[src/rtl/mrst_pkg.sv]
`timescale 1ns / 1ps
// ----------------------------------------------------------------------------
// mrst_pkg
// Shared types and constants of the message rate statistics table.
// ----------------------------------------------------------------------------
package mrst_pkg;

  localparam int SLOTS    = 16;
  localparam int IDX_W    = (SLOTS > 1) ? $clog2(SLOTS) : 1;
  localparam int ID_W     = 24;
  localparam int BYTE_W   = 8;
  localparam int TIME_W   = 32;
  localparam int RATE_W   = 18;
  localparam int SLOT_W   = 4;
  // Dividend width of the divider: the rate numerator needs 18 bits.
  localparam int DIV_NW   = 18;
  localparam int DIV_CW   = $clog2(DIV_NW);
  localparam int RATE_NUM = 256000;
  localparam int BLEND_DEN = 10;
  // Width of 9*avg + rate ahead of the divide by ten.
  localparam int ACC_W    = 22;
  // The divide by ten is a multiply by ceil(2^24/10) and a shift by 24,
  // which is exact for every dividend below 2^22.
  localparam int RECIP_10 = 1677722;
  localparam int RECIP_SH = 24;
  localparam int RECIP_W  = 21;
  localparam int PROD_W   = ACC_W + RECIP_W;

  typedef struct packed {
    logic [ID_W-1:0]   msg_id;
    logic [BYTE_W-1:0] sys_id;
    logic [BYTE_W-1:0] comp_id;
    logic [TIME_W-1:0] last_time;
    logic [RATE_W-1:0] avg_rate;
    logic              avg_valid;
  } entry_t;

  localparam entry_t ENTRY_RESET = '{msg_id: '0, sys_id: '0, comp_id: '0,
                                     last_time: '0, avg_rate: '0, avg_valid: 1'b1};

  typedef struct packed {
    logic             en;
    logic [IDX_W-1:0] addr;
    entry_t           data;
  } tbl_wr_t;

  typedef struct packed {
    logic              start;
    logic [DIV_NW-1:0] num;
    logic [TIME_W-1:0] den;
  } div_req_t;

  typedef struct packed {
    logic              done;
    logic [DIV_NW-1:0] quot;
  } div_rsp_t;

  typedef enum logic [2:0] {
    ST_IDLE,
    ST_SCAN,
    ST_DRAIN,
    ST_DECIDE,
    ST_DIV_RATE,
    ST_DIV_BLEND,
    ST_WRITE
  } state_t;

endpackage

[src/rtl/mrst_table.sv]
`timescale 1ns / 1ps
// ----------------------------------------------------------------------------
// mrst_table
// Slot memory with one registered read port, one write port and per-entry
// valid flags; an entry never written reads as the reset entry.
// ----------------------------------------------------------------------------
module mrst_table
  import mrst_pkg::*;
(
  input  logic             clk,
  input  logic             rst_n,
  input  logic [IDX_W-1:0] rd_addr,
  output entry_t           rd_data,
  input  tbl_wr_t          wr
);

  entry_t           mem [SLOTS];
  logic [SLOTS-1:0] valid_r;
  entry_t           rd_data_r;
  logic             rd_valid_r;

  always_ff @(posedge clk) begin
    if (wr.en) begin
      mem[wr.addr] <= wr.data;
    end
    rd_data_r <= mem[rd_addr];
  end

  always_ff @(posedge clk) begin
    if (!rst_n) begin
      valid_r    <= '0;
      rd_valid_r <= 1'b0;
    end else begin
      if (wr.en) begin
        valid_r[wr.addr] <= 1'b1;
      end
      rd_valid_r <= valid_r[rd_addr];
    end
  end

  assign rd_data = rd_valid_r ? rd_data_r : ENTRY_RESET;

endmodule

[src/rtl/mrst_div.sv]
`timescale 1ns / 1ps
// ----------------------------------------------------------------------------
// mrst_div
// Restoring radix-2 divider, one quotient bit per cycle.
// ----------------------------------------------------------------------------
module mrst_div
  import mrst_pkg::*;
(
  input  logic     clk,
  input  logic     rst_n,
  input  div_req_t req,
  output div_rsp_t rsp
);

  logic [TIME_W-1:0] rem_r;
  logic [DIV_NW-1:0] quo_r;
  logic [TIME_W-1:0] den_r;
  logic [DIV_CW-1:0] cnt_r;
  logic              active_r;
  logic              done_r;

  logic [TIME_W:0]   rem_sh;
  logic              ge;
  logic [TIME_W:0]   diff;

  assign rem_sh = {rem_r, quo_r[DIV_NW-1]};
  assign ge     = rem_sh >= {1'b0, den_r};
  assign diff   = rem_sh - {1'b0, den_r};

  always_ff @(posedge clk) begin
    if (!rst_n) begin
      active_r <= 1'b0;
      done_r   <= 1'b0;
      cnt_r    <= '0;
    end else begin
      done_r <= 1'b0;
      if (req.start) begin
        active_r <= 1'b1;
        cnt_r    <= '0;
      end else if (active_r) begin
        cnt_r <= cnt_r + 1'b1;
        if (cnt_r == DIV_CW'(DIV_NW - 1)) begin
          active_r <= 1'b0;
          done_r   <= 1'b1;
        end
      end
    end
  end

  always_ff @(posedge clk) begin
    if (req.start) begin
      rem_r <= '0;
      quo_r <= req.num;
      den_r <= req.den;
    end else if (active_r) begin
      // The partial remainder stays below the divisor, so it fits in TIME_W bits.
      rem_r <= ge ? diff[TIME_W-1:0] : rem_sh[TIME_W-1:0];
      quo_r <= {quo_r[DIV_NW-2:0], ge};
    end
  end

  assign rsp.done = done_r;
  assign rsp.quot = quo_r;

endmodule

[src/rtl/message_rate_stats_table_unit.sv]
`timescale 1ns / 1ps
// ----------------------------------------------------------------------------
// message_rate_stats_table_unit
// Per-stream receive rate table: slot search, replacement of the oldest slot
// and a running average of 256000/(now-last) in Q10.8 Hz.
// ----------------------------------------------------------------------------
// Steps from accept to the result: scan, drain, decide, then the divide when a rate is
//   possible, the blend when the average was valid, and the write; out_valid is registered.
// Scan reads one entry per cycle; the divider makes one quotient bit per cycle.
// Throughput: one event at a time; busy is high from accept until the one-cycle strobe
//   on out_valid, and the receiver cannot stall.
// Synchronous reset empties the table at once through per-slot valid flags.
// ----------------------------------------------------------------------------
module message_rate_stats_table_unit
  import mrst_pkg::*;
(
  input  logic              clk,
  input  logic              rst_n,
  input  logic              start,
  output logic              busy,
  input  logic [ID_W-1:0]   in_msg_id,
  input  logic [BYTE_W-1:0] in_sys_id,
  input  logic [BYTE_W-1:0] in_comp_id,
  input  logic [TIME_W-1:0] in_now_ms,
  output logic              out_valid,
  output logic [SLOT_W-1:0] out_slot,
  output logic              out_new_entry,
  output logic              out_avg_valid,
  output logic [RATE_W-1:0] out_avg_rate
);

  state_t state_r, state_nxt;

  logic [ID_W-1:0]   msg_r;
  logic [BYTE_W-1:0] sys_r;
  logic [BYTE_W-1:0] comp_r;
  logic [TIME_W-1:0] now_r;

  logic [IDX_W-1:0]  idx_r;
  logic [IDX_W-1:0]  chk_idx_r;
  logic              chk_vld_r;
  logic              found_r;
  logic [IDX_W-1:0]  hit_idx_r;
  entry_t            hit_ent_r;
  logic [TIME_W-1:0] best_r;
  logic [IDX_W-1:0]  best_idx_r;
  logic [ACC_W-1:0]  acc_r;

  logic [IDX_W-1:0]  sel_r, sel_nxt;
  logic              fresh_r, fresh_nxt;
  logic              avgv_r, avgv_nxt;
  logic [RATE_W-1:0] avg_r, avg_nxt;

  logic              out_valid_r;
  logic [SLOT_W-1:0] out_slot_r;
  logic              out_new_r;
  logic              out_avgv_r;
  logic [RATE_W-1:0] out_avg_r;

  entry_t   rd_data;
  tbl_wr_t  wr;
  div_req_t div_req;
  div_rsp_t div_rsp;

  logic              accept;
  logic              match;
  logic              rate_ok;
  logic [TIME_W-1:0] delta;
  logic [ACC_W-1:0]  blend_acc;
  logic [PROD_W-1:0] blend_prod;
  logic [7:0]        sel_wide;

  assign accept  = start && (state_r == ST_IDLE);
  assign match   = (rd_data.msg_id == msg_r) && (rd_data.sys_id == sys_r) &&
                   (rd_data.comp_id == comp_r);
  assign rate_ok = (hit_ent_r.last_time != '0) && (now_r > hit_ent_r.last_time);
  assign delta   = now_r - hit_ent_r.last_time;
  assign blend_acc = (ACC_W'(hit_ent_r.avg_rate) << 3) + ACC_W'(hit_ent_r.avg_rate)
                   + ACC_W'(div_rsp.quot[RATE_W-1:0]);
  assign blend_prod = PROD_W'(acc_r) * PROD_W'(RECIP_10);

  mrst_table u_table (
    .clk     (clk),
    .rst_n   (rst_n),
    .rd_addr (idx_r),
    .rd_data (rd_data),
    .wr      (wr)
  );

  mrst_div u_div (
    .clk   (clk),
    .rst_n (rst_n),
    .req   (div_req),
    .rsp   (div_rsp)
  );

  // Next state.
  always_comb begin
    state_nxt = state_r;
    unique case (state_r)
      ST_IDLE: begin
        if (start) state_nxt = ST_SCAN;
      end
      ST_SCAN: begin
        if (idx_r == IDX_W'(SLOTS - 1)) state_nxt = ST_DRAIN;
      end
      ST_DRAIN: begin
        state_nxt = ST_DECIDE;
      end
      ST_DECIDE: begin
        if (found_r && rate_ok) state_nxt = ST_DIV_RATE;
        else                    state_nxt = ST_WRITE;
      end
      ST_DIV_RATE: begin
        if (div_rsp.done) begin
          state_nxt = hit_ent_r.avg_valid ? ST_DIV_BLEND : ST_WRITE;
        end
      end
      ST_DIV_BLEND: begin
        state_nxt = ST_WRITE;
      end
      ST_WRITE: begin
        state_nxt = ST_IDLE;
      end
      default: state_nxt = ST_IDLE;
    endcase
  end

  // Outputs of the sequencer: divider request, table write, result values.
  always_comb begin
    div_req.start = 1'b0;
    div_req.num   = DIV_NW'(RATE_NUM);
    div_req.den   = delta;
    wr.en         = 1'b0;
    wr.addr       = sel_r;
    wr.data       = '{msg_id: msg_r, sys_id: sys_r, comp_id: comp_r,
                      last_time: now_r, avg_rate: avg_r, avg_valid: avgv_r};
    sel_nxt       = sel_r;
    fresh_nxt     = fresh_r;
    avgv_nxt      = avgv_r;
    avg_nxt       = avg_r;
    unique case (state_r)
      ST_DECIDE: begin
        if (!found_r) begin
          sel_nxt   = best_idx_r;
          fresh_nxt = 1'b1;
          avgv_nxt  = 1'b0;
          avg_nxt   = '0;
        end else begin
          sel_nxt   = hit_idx_r;
          fresh_nxt = 1'b0;
          avgv_nxt  = 1'b1;
          avg_nxt   = '0;
          div_req.start = rate_ok;
        end
      end
      ST_DIV_RATE: begin
        if (div_rsp.done && !hit_ent_r.avg_valid) begin
          avg_nxt = div_rsp.quot[RATE_W-1:0];
        end
      end
      ST_DIV_BLEND: begin
        avg_nxt = blend_prod[RECIP_SH +: RATE_W];
      end
      ST_WRITE: begin
        wr.en = 1'b1;
      end
      default: begin
      end
    endcase
  end

  always_ff @(posedge clk) begin
    if (!rst_n) begin
      state_r     <= ST_IDLE;
      idx_r       <= '0;
      chk_vld_r   <= 1'b0;
      out_valid_r <= 1'b0;
    end else begin
      state_r     <= state_nxt;
      chk_vld_r   <= (state_r == ST_SCAN);
      out_valid_r <= (state_r == ST_WRITE);
      if (accept) begin
        idx_r <= '0;
      end else if (state_r == ST_SCAN && idx_r != IDX_W'(SLOTS - 1)) begin
        idx_r <= idx_r + 1'b1;
      end
    end
  end

  assign sel_wide = 8'(sel_r);

  // Datapath: search bookkeeping on the registered read beat, result values.
  always_ff @(posedge clk) begin
    chk_idx_r <= idx_r;
    sel_r     <= sel_nxt;
    fresh_r   <= fresh_nxt;
    avgv_r    <= avgv_nxt;
    avg_r     <= avg_nxt;
    if (accept) begin
      msg_r      <= in_msg_id;
      sys_r      <= in_sys_id;
      comp_r     <= in_comp_id;
      now_r      <= in_now_ms;
      found_r    <= 1'b0;
      best_r     <= '1;
      best_idx_r <= '0;
    end else if (chk_vld_r) begin
      if (match && !found_r) begin
        found_r   <= 1'b1;
        hit_idx_r <= chk_idx_r;
        hit_ent_r <= rd_data;
      end
      // Ties go to the later slot, so the compare is less-or-equal.
      if (rd_data.last_time <= best_r) begin
        best_r     <= rd_data.last_time;
        best_idx_r <= chk_idx_r;
      end
    end
    if (state_r == ST_DIV_RATE && div_rsp.done) begin
      acc_r <= blend_acc;
    end
    if (state_r == ST_WRITE) begin
      out_slot_r <= sel_wide[SLOT_W-1:0];
      out_new_r  <= fresh_r;
      out_avgv_r <= avgv_r;
      out_avg_r  <= avg_r;
    end
  end

  assign busy          = (state_r != ST_IDLE);
  assign out_valid     = out_valid_r;
  assign out_slot      = out_slot_r;
  assign out_new_entry = out_new_r;
  assign out_avg_valid = out_avgv_r;
  assign out_avg_rate  = out_avg_r;

  a_one_result_per_item: assert property (@(posedge clk) disable iff (!rst_n)
    out_valid |=> !out_valid)
    else $error("result strobe lasted more than one cycle");

  a_accept_goes_busy: assert property (@(posedge clk) disable iff (!rst_n)
    (start && !busy) |=> (busy && !out_valid))
    else $error("accepted event did not start the sequencer");

  a_fresh_is_invalid: assert property (@(posedge clk) disable iff (!rst_n)
    out_valid |-> !(out_new_entry && out_avg_valid))
    else $error("claimed slot reported a valid average");

  a_invalid_is_zero: assert property (@(posedge clk) disable iff (!rst_n)
    (out_valid && !out_avg_valid) |-> (out_avg_rate == '0))
    else $error("invalid average not held at zero");

  a_div_done_in_div_state: assert property (@(posedge clk) disable iff (!rst_n)
    div_rsp.done |-> (state_r == ST_DIV_RATE))
    else $error("divider finished outside the rate step");

endmodule
[config.mk]
export PLATFORM = sky130hd
export DESIGN_NAME = message_rate_stats_table_unit
export DESIGN_NICKNAME = d
export VERILOG_FILES = /design/src/rtl/mrst_pkg.sv /design/src/rtl/mrst_table.sv /design/src/rtl/mrst_div.sv /design/src/rtl/message_rate_stats_table_unit.sv
export SDC_FILE = /design/constraint.sdc
export NUM_CORES = 2
export LEC_CHECK = 0
export ABC_AREA = 1
export BUFFER_PORTS_ARGS = -buffer_cell sky130_fd_sc_hd__buf_2
export CAP_MARGIN = 20
export CORE_AREA = 4 4 508 510
export CTS_CLUSTER_DIAMETER = 80
export DETAILED_ROUTE_END_ITERATION = 8
export DIE_AREA = 0 0 512 514
export PLACE_DENSITY_LB_ADDON = 0.15
export SLEW_MARGIN = 20
export SYNTH_ARGS = -nofsm -noshare
export SYNTH_HDL_FRONTEND = slang
export SYNTH_HIERARCHICAL = 1
export SYNTH_SLANG_ARGS = --single-unit
[constraint.sdc]
create_clock -name clk -period 7.12 [get_ports clk]
set_clock_uncertainty 0.15 [all_clocks]
set_input_delay 0.712 -clock clk [delete_from_list [all_inputs] [get_ports clk]]
set_output_delay 0.712 -clock clk [all_outputs]
set_load 0.01 [all_outputs]
### Yosys cells after proc, flatten, opt, wreduce, memory -nomap -nowiden

Memories as Yosys holds them, arrays and structs flattened. A register that Yosys moved wholly into a read port is not among the register bits.
Cells that the tools add are included.

* flip-flop bits (word level): 353
* memory bits (writable): 1456
* bits of input ports: 75
* output and inout bits: 26
* logic and storage cells: 117
* memories kept: 1

* add/sub/neg operators: 6
* $mul: 1
* $lt $le $gt $ge: 6
* equal/unequal tests: 16
* muxes and demuxes: 26
* bitwise logic cells: 4
* reduce and logical (&&, ||, !) cells: 24

Memories
* u_table.mem: depth 16, bits a word 91, read ports 1, clocked after memory_dff 1, wr ports 1, RTL line mrst_table.sv:17 `entry_t mem [SLOTS];`

Operators by type and width (count)
* 91-bit two-way mux: 1
* 32-bit subtractor: 2
* 18-bit one-hot mux with 3 select lines: 1
* 22-bit by 20-bit multiplier with 41-bit output (second input constant): 1
* 33-bit by 32-bit greater-or-equal comparator with 1-bit output: 1
* 32-bit > comparator: 1
* 32-bit less-or-equal comparator: 1
* 32-bit two-way mux: 1
* 32-bit nonzero test: 1
* 24-bit == test: 1
* 21-bit by 18-bit adder with 22-bit output: 1
* 22-bit by 18-bit adder with 22-bit output: 1
* 18-bit two-way mux: 1
* 3-bit one-hot mux with 6 select lines: 1
* 8-bit == test: 2
* 16-bit OR: 1
* 1-bit two-way mux: 13
* 1-bit logical AND: 10
* 4-bit by 5-bit < comparator with 1-bit output (second input constant): 2
* 3-bit == test (second input constant): 3
* 3-bit two-way mux: 3
* 3-bit by 2-bit == test with 1-bit output (second input constant): 2
* 2-bit inequality test (second input constant): 3
* 2-bit AND reduction: 3
* other kinds (19): 26

### Depth between registers and ports, before layout

* depth in word-level cells: 6
* gate-level depth with buffers: 28

### Hierarchy

The synthesis kept the hierarchy.

By module, submodules not included
* mrst_table: instances 1, cells each 4632, area an instance 60324.1 sq um, seq. area each 45884.0 sq um
* message_rate_stats_table_unit: instances 1, cells each 2409, area an instance 21647.0 sq um, seq. area each 6916.6 sq um
* mrst_div: instances 1, cells each 934, area an instance 6296.0 sq um, seq. area each 2282.2 sq um

### Worst setup path before layout

Ideal clock, no wire load.

* path kind: flip-flop to flip-flop
* start: register state_r[2]
* end: memory u_table/mem[10][0] (netlist bit) (enable)
* library setup time: 0.543 ns
* data arrival time: 6.806 ns
* data required time: 6.427 ns
* path slack: -0.379 ns
* cell stages (with the launch flop): 7
* path buffers: 0
* period minus slack after synthesis: 7.499 ns
* cells stage by stage: dfxtp_1 inv_1 nor3_1 inv_1 nor3_1 inv_1 nor2_1

RTL lines
* from (decl): RTL line message_rate_stats_table_unit.sv:32 `state_t state_r, state_nxt;`
* from (signal assigned): RTL line message_rate_stats_table_unit.sv:180 `state_r <= state_nxt;`
* to (decl): RTL line mrst_table.sv:17

### Worst setup path in the final report

* start: register acc_r[2]
* end: register avg_r[12], data pin

* longest elaborated chain between the ends: 2

RTL lines
* from (decl): RTL line message_rate_stats_table_unit.sv:47 `logic [ACC_W-1:0] acc_r;`
* from (signal assigned): RTL line message_rate_stats_table_unit.sv:221 `acc_r <= blend_acc;`
* 22-bit by 20-bit multiplier with 41-bit output: RTL line message_rate_stats_table_unit.sv:80 `assign blend_prod = PROD_W'(acc_r) * PROD_W'(RECIP_10);`
* 18-bit one-hot mux with 3 select lines: RTL line message_rate_stats_table_unit.sv:142 `unique case (state_r)`
* via avg_nxt[12]: RTL line message_rate_stats_table_unit.sv:52 `logic [RATE_W-1:0] avg_r, avg_nxt;`
* to (signal assigned): RTL line message_rate_stats_table_unit.sv:199 `avg_r <= avg_nxt;`
* to (decl): RTL line message_rate_stats_table_unit.sv:52

The timed path passes the listed nets, and every way through them passes these cells.
A chain may end at the register's enable or synchronous reset.

==> results.json <==
{
  "outcome": "completed",
  "p_leak_nw": 38.3,
  "fp.coreArea_um2": 253000,
  "max-slew-margin-rel": 0.139,
  "final_common_cell": "edfxtp_1",
  "wl_per_cell_um": 22.4,
  "ys_types": 54,
  "cts_tree": "built",
  "via_count": 58400,
  "netlist_instances": 7975,
  "cp_common_cell": "fa_1",
  "powerDensity_nw_per_um2": 274,
  "cts_buffers": 211,
  "synth_area_per_cell_um2": 11.1,
  "cts_buffer_depth": 3,
  "mostFrequentLayoutCells": "1703 x edfxtp_1, 991 x nand2_1, 991 x nor2_1",
  "drive_gt1_frac": 0.0692,
  "yosys_warnings": 6,
  "cp.arrival_ns": 6.95,
  "maxCapViolCount": 0,
  "criticalPathCategory": "flip-flop to flip-flop",
  "min_period_ns": 6.50,
  "viasPerCell": 5.02,
  "crit_buf_inv": 3,
  "drc_errors": 0,
  "io_buffers": 100,
  "clock_latency_ns": 0.85,
  "dpl_worst_slack_ns": 0.695,
  "crit_fanout": 7,
  "drtAntennaViolNets": 0,
  "cp-end-kind": "flip-flop",
  "fmax_ghz": 0.154,
  "grt_pass1_wl_um": 387000,
  "clock_tree.root_cell": "clkbuf_16",
  "final.setup.worst_slack_ns": 0.621,
  "slowest_stage": "fa_1",
  "grt_pass1_vias": 57400,
  "cp_data_required_time_ns": 7.58,
  "post-place-cells": 11200,
  "drtIter0Drc": 4614,
  "io_pins": 101,
  "min_period_over_period": 0.913,
  "hold_class": "input pin to flip-flop",
  "rows": 185,
  "dp_hpwl_um": 148000,
  "grt_max_degree": 225,
  "design.die.area_um2": 263000,
  "fin_total_pwr_mw": 27.4,
  "antenna_found_initial": 14,
  "setup_viol": 0,
  "ir_drop_uv": 278,
  "synthArstFlopShare": 0,
  "ys_seq_area_frac": 0.624,
  "die_h_um": 514,
  "start_kind": "flip-flop",
  "track_usage": 0.195,
  "die_w_um": 512,
  "clkSlewWorstSetupHoldPaths_ns": 0.06,
  "drt_wl_total_um": 261000,
  "stdcell_count": 11600,
  "grt_overflow": 0,
  "fin_util": 0.395,
  "rsz0062_at_grt": "false",
  "cts_num_sinks": 1900,
  "synthFlopType": "edfxtp_1",
  "crit_path_max_incr_delay_ns": 0.55,
  "cts.htree.levels": 4,
  "hold_viol": 0,
  "tightest_slew_ns": 1.29,
  "crit_family": "adder cells",
  "synth-edff-count": 1703,
  "ys_seq_elements": 1900,
  "final-max-slew-violation-count": 0,
  "fin_nets": 8648,
  "initial_utilization": 0.348,
  "dr.pass1.iters": 5,
  "routabilityCongestion": 0.892,
  "crit_chain": "ha_1 > xor2_1 > ha_1 > or2_2 > fa_1 > fa_1 > fa_1 > fa_1 > inv_1 > fa_1 > inv_1 > ha_1 > nand2_1 > o21ai_0 > inv_1 > o21ai_0 > a21oi_1 > nand2_1 > nand2_1 > nand3_1 > nand2_1",
  "syn-cell-area_um2": 88300,
  "syn_to_final_growth_pct": 13.4
}
[worst register-to-register path: stages, from the launching register on]
cell and delay [ns]:
edfxtp_1 0.51, ha_1 0.43, xor2_1 0.24, ha_1 0.20, or2_2 0.31, fa_1 0.50, fa_1 0.54, fa_1 0.55
fa_1 0.55, inv_1 0.06, fa_1 0.51, inv_1 0.05, ha_1 0.31, nand2_1 0.11, o21ai_0 0.43, inv_1 0.15
o21ai_0 0.28, a21oi_1 0.14, nand2_1 0.09, nand2_1 0.05, nand3_1 0.07, nand2_1 0.05
[synthesized netlist by cell type (2+ instances only)]
cell,number,area (um2)
nand3b_1,23,173
buf_6,10,113
nor2_1,1004,3770
nand2b_1,2,12.5
a21oi_1,324,1620
dfxtp_1,197,3940
a22o_1,2,17.5
buf_8,2,30.0
nand3_1,399,2000
o21ai_1,11,55.1
buf_2,88,440
nand4_1,31,194
o2111ai_1,2,17.5
and2_1,4,25.0
nand2_4,4,45.0
o22ai_1,9,56.3
nand2_2,20,125
o21a_1,8,60.1
a21boi_0,10,75.1
o21ai_0,805,4030
xor2_1,50,438
nor2_4,3,33.8
buf_4,18,135
edfxtp_1,1703,51100
fa_1,172,3440
nor2_2,8,50.1
a31oi_1,6,37.5
inv_1,997,3740
ha_1,324,4050
inv_2,4,15.0
conb_1,2,7.51
xnor2_1,33,289
a211oi_1,3,22.5
or2_2,4,25.0
nand2_1,991,3720
clkbuf_1,216,811
a21oi_2,2,17.5
nor3_1,32,160
nor4_1,7,43.8
buf_1,24,90.1
a21o_1,16,120
o21bai_1,19,143
nand3_2,8,80.1
o211ai_1,368,2760
[where the power goes]
group | internal [mW] | total, mW | switching, mW
Combinational | 0.842 | 2.82 | 1.98
Clock | 6.49 | 11.1 | 4.56
Sequential | 12.9 | 13.6 | 0.671
Total | 20.2 | 27.4 | 7.21
[repair_timing]
item                                   in CTS  in global routing
hold buffers                               72                  0
setup endpoints to repair                   0                  0
endpoints found under the hold margin      72                  0
setup buffers                               0                  0
resized for setup                           0                  0
[layer usage]
layer | track usage | vias to the layer above | wire (um)
li1 | - | 27600 | -
met1 | 0.290 | 29200 | 127000
met2 | 0.306 | 1278 | 117000
met3 | 0.0221 | 287 | 11400
met4 | 0.0432 | 0 | 4980
met5 | 0 | - | 0
[path summary, 6_finish.rpt]
check                    start                 end  slack, ns  cells after the start
hold / removal           rst_n  u_table/valid_r[3]       0.08                      2
setup / recovery      acc_r[2]           avg_r[12]       0.62                     21
setup reg to reg      acc_r[2]           avg_r[12]       0.62                     21
hold reg to reg   chk_idx_r[2]        hit_idx_r[2]       0.28                      0
[through the flow]
stage	setup TNS (ns)	cell area, um2	hold WS, ns
2_1_floorplan	-69.15	88300	0.227
3_3_place_gp	0	92300	0.260
3_5_place_dp	0	92300	0.265
4_1_cts	0	100000	0.0227
5_1_grt	0	100000	0.0587
6_report	0	100000	0.0827
[state kept, by name, summed over array words and instances (netlist names), 5 cells and up]
signal             count
u_table/mem         1456
u_table/rd_data_r     91
hit_ent_r             51
best_r                32
now_r                 32
u_div/den_r           32
u_div/rem_r           32
msg_r                 24
acc_r                 22
avg_r                 18
out_avg_rate          18
u_div/quo_r           18
u_table/valid_r       16
comp_r                 8
sys_r                  8
u_div/cnt_r            5
[cells by family after synthesis]
kind of cell	after synthesis	synth area share
flip-flops	1900	0.624
AND/OR/NAND/NOR	2547	0.119
buffers and inverters	1359	0.0609
other	2	0.0000851
XOR/XNOR	83	0.00824
adder cells (fa/ha/maj)	496	0.0849
AO/OA/AOI/OAI	1588	0.103
[area by class of cell]
| type | count | area [um2] |
|---|---|---|
| multi-input combinational | 4732 | 28000 |
| antenna | 4 | 10.0 |
| sequential | 1900 | 55100 |
| clock buffer | 297 | 5850 |
| inverter | 1001 | 3810 |
| clock inverter | 103 | 1230 |
| tap | 3366 | 4210 |
| fill | 24600 | 153000 |
| timing repair buffer | 231 | 1910 |
No activity file was read; power rests on OpenSTA's default activity.
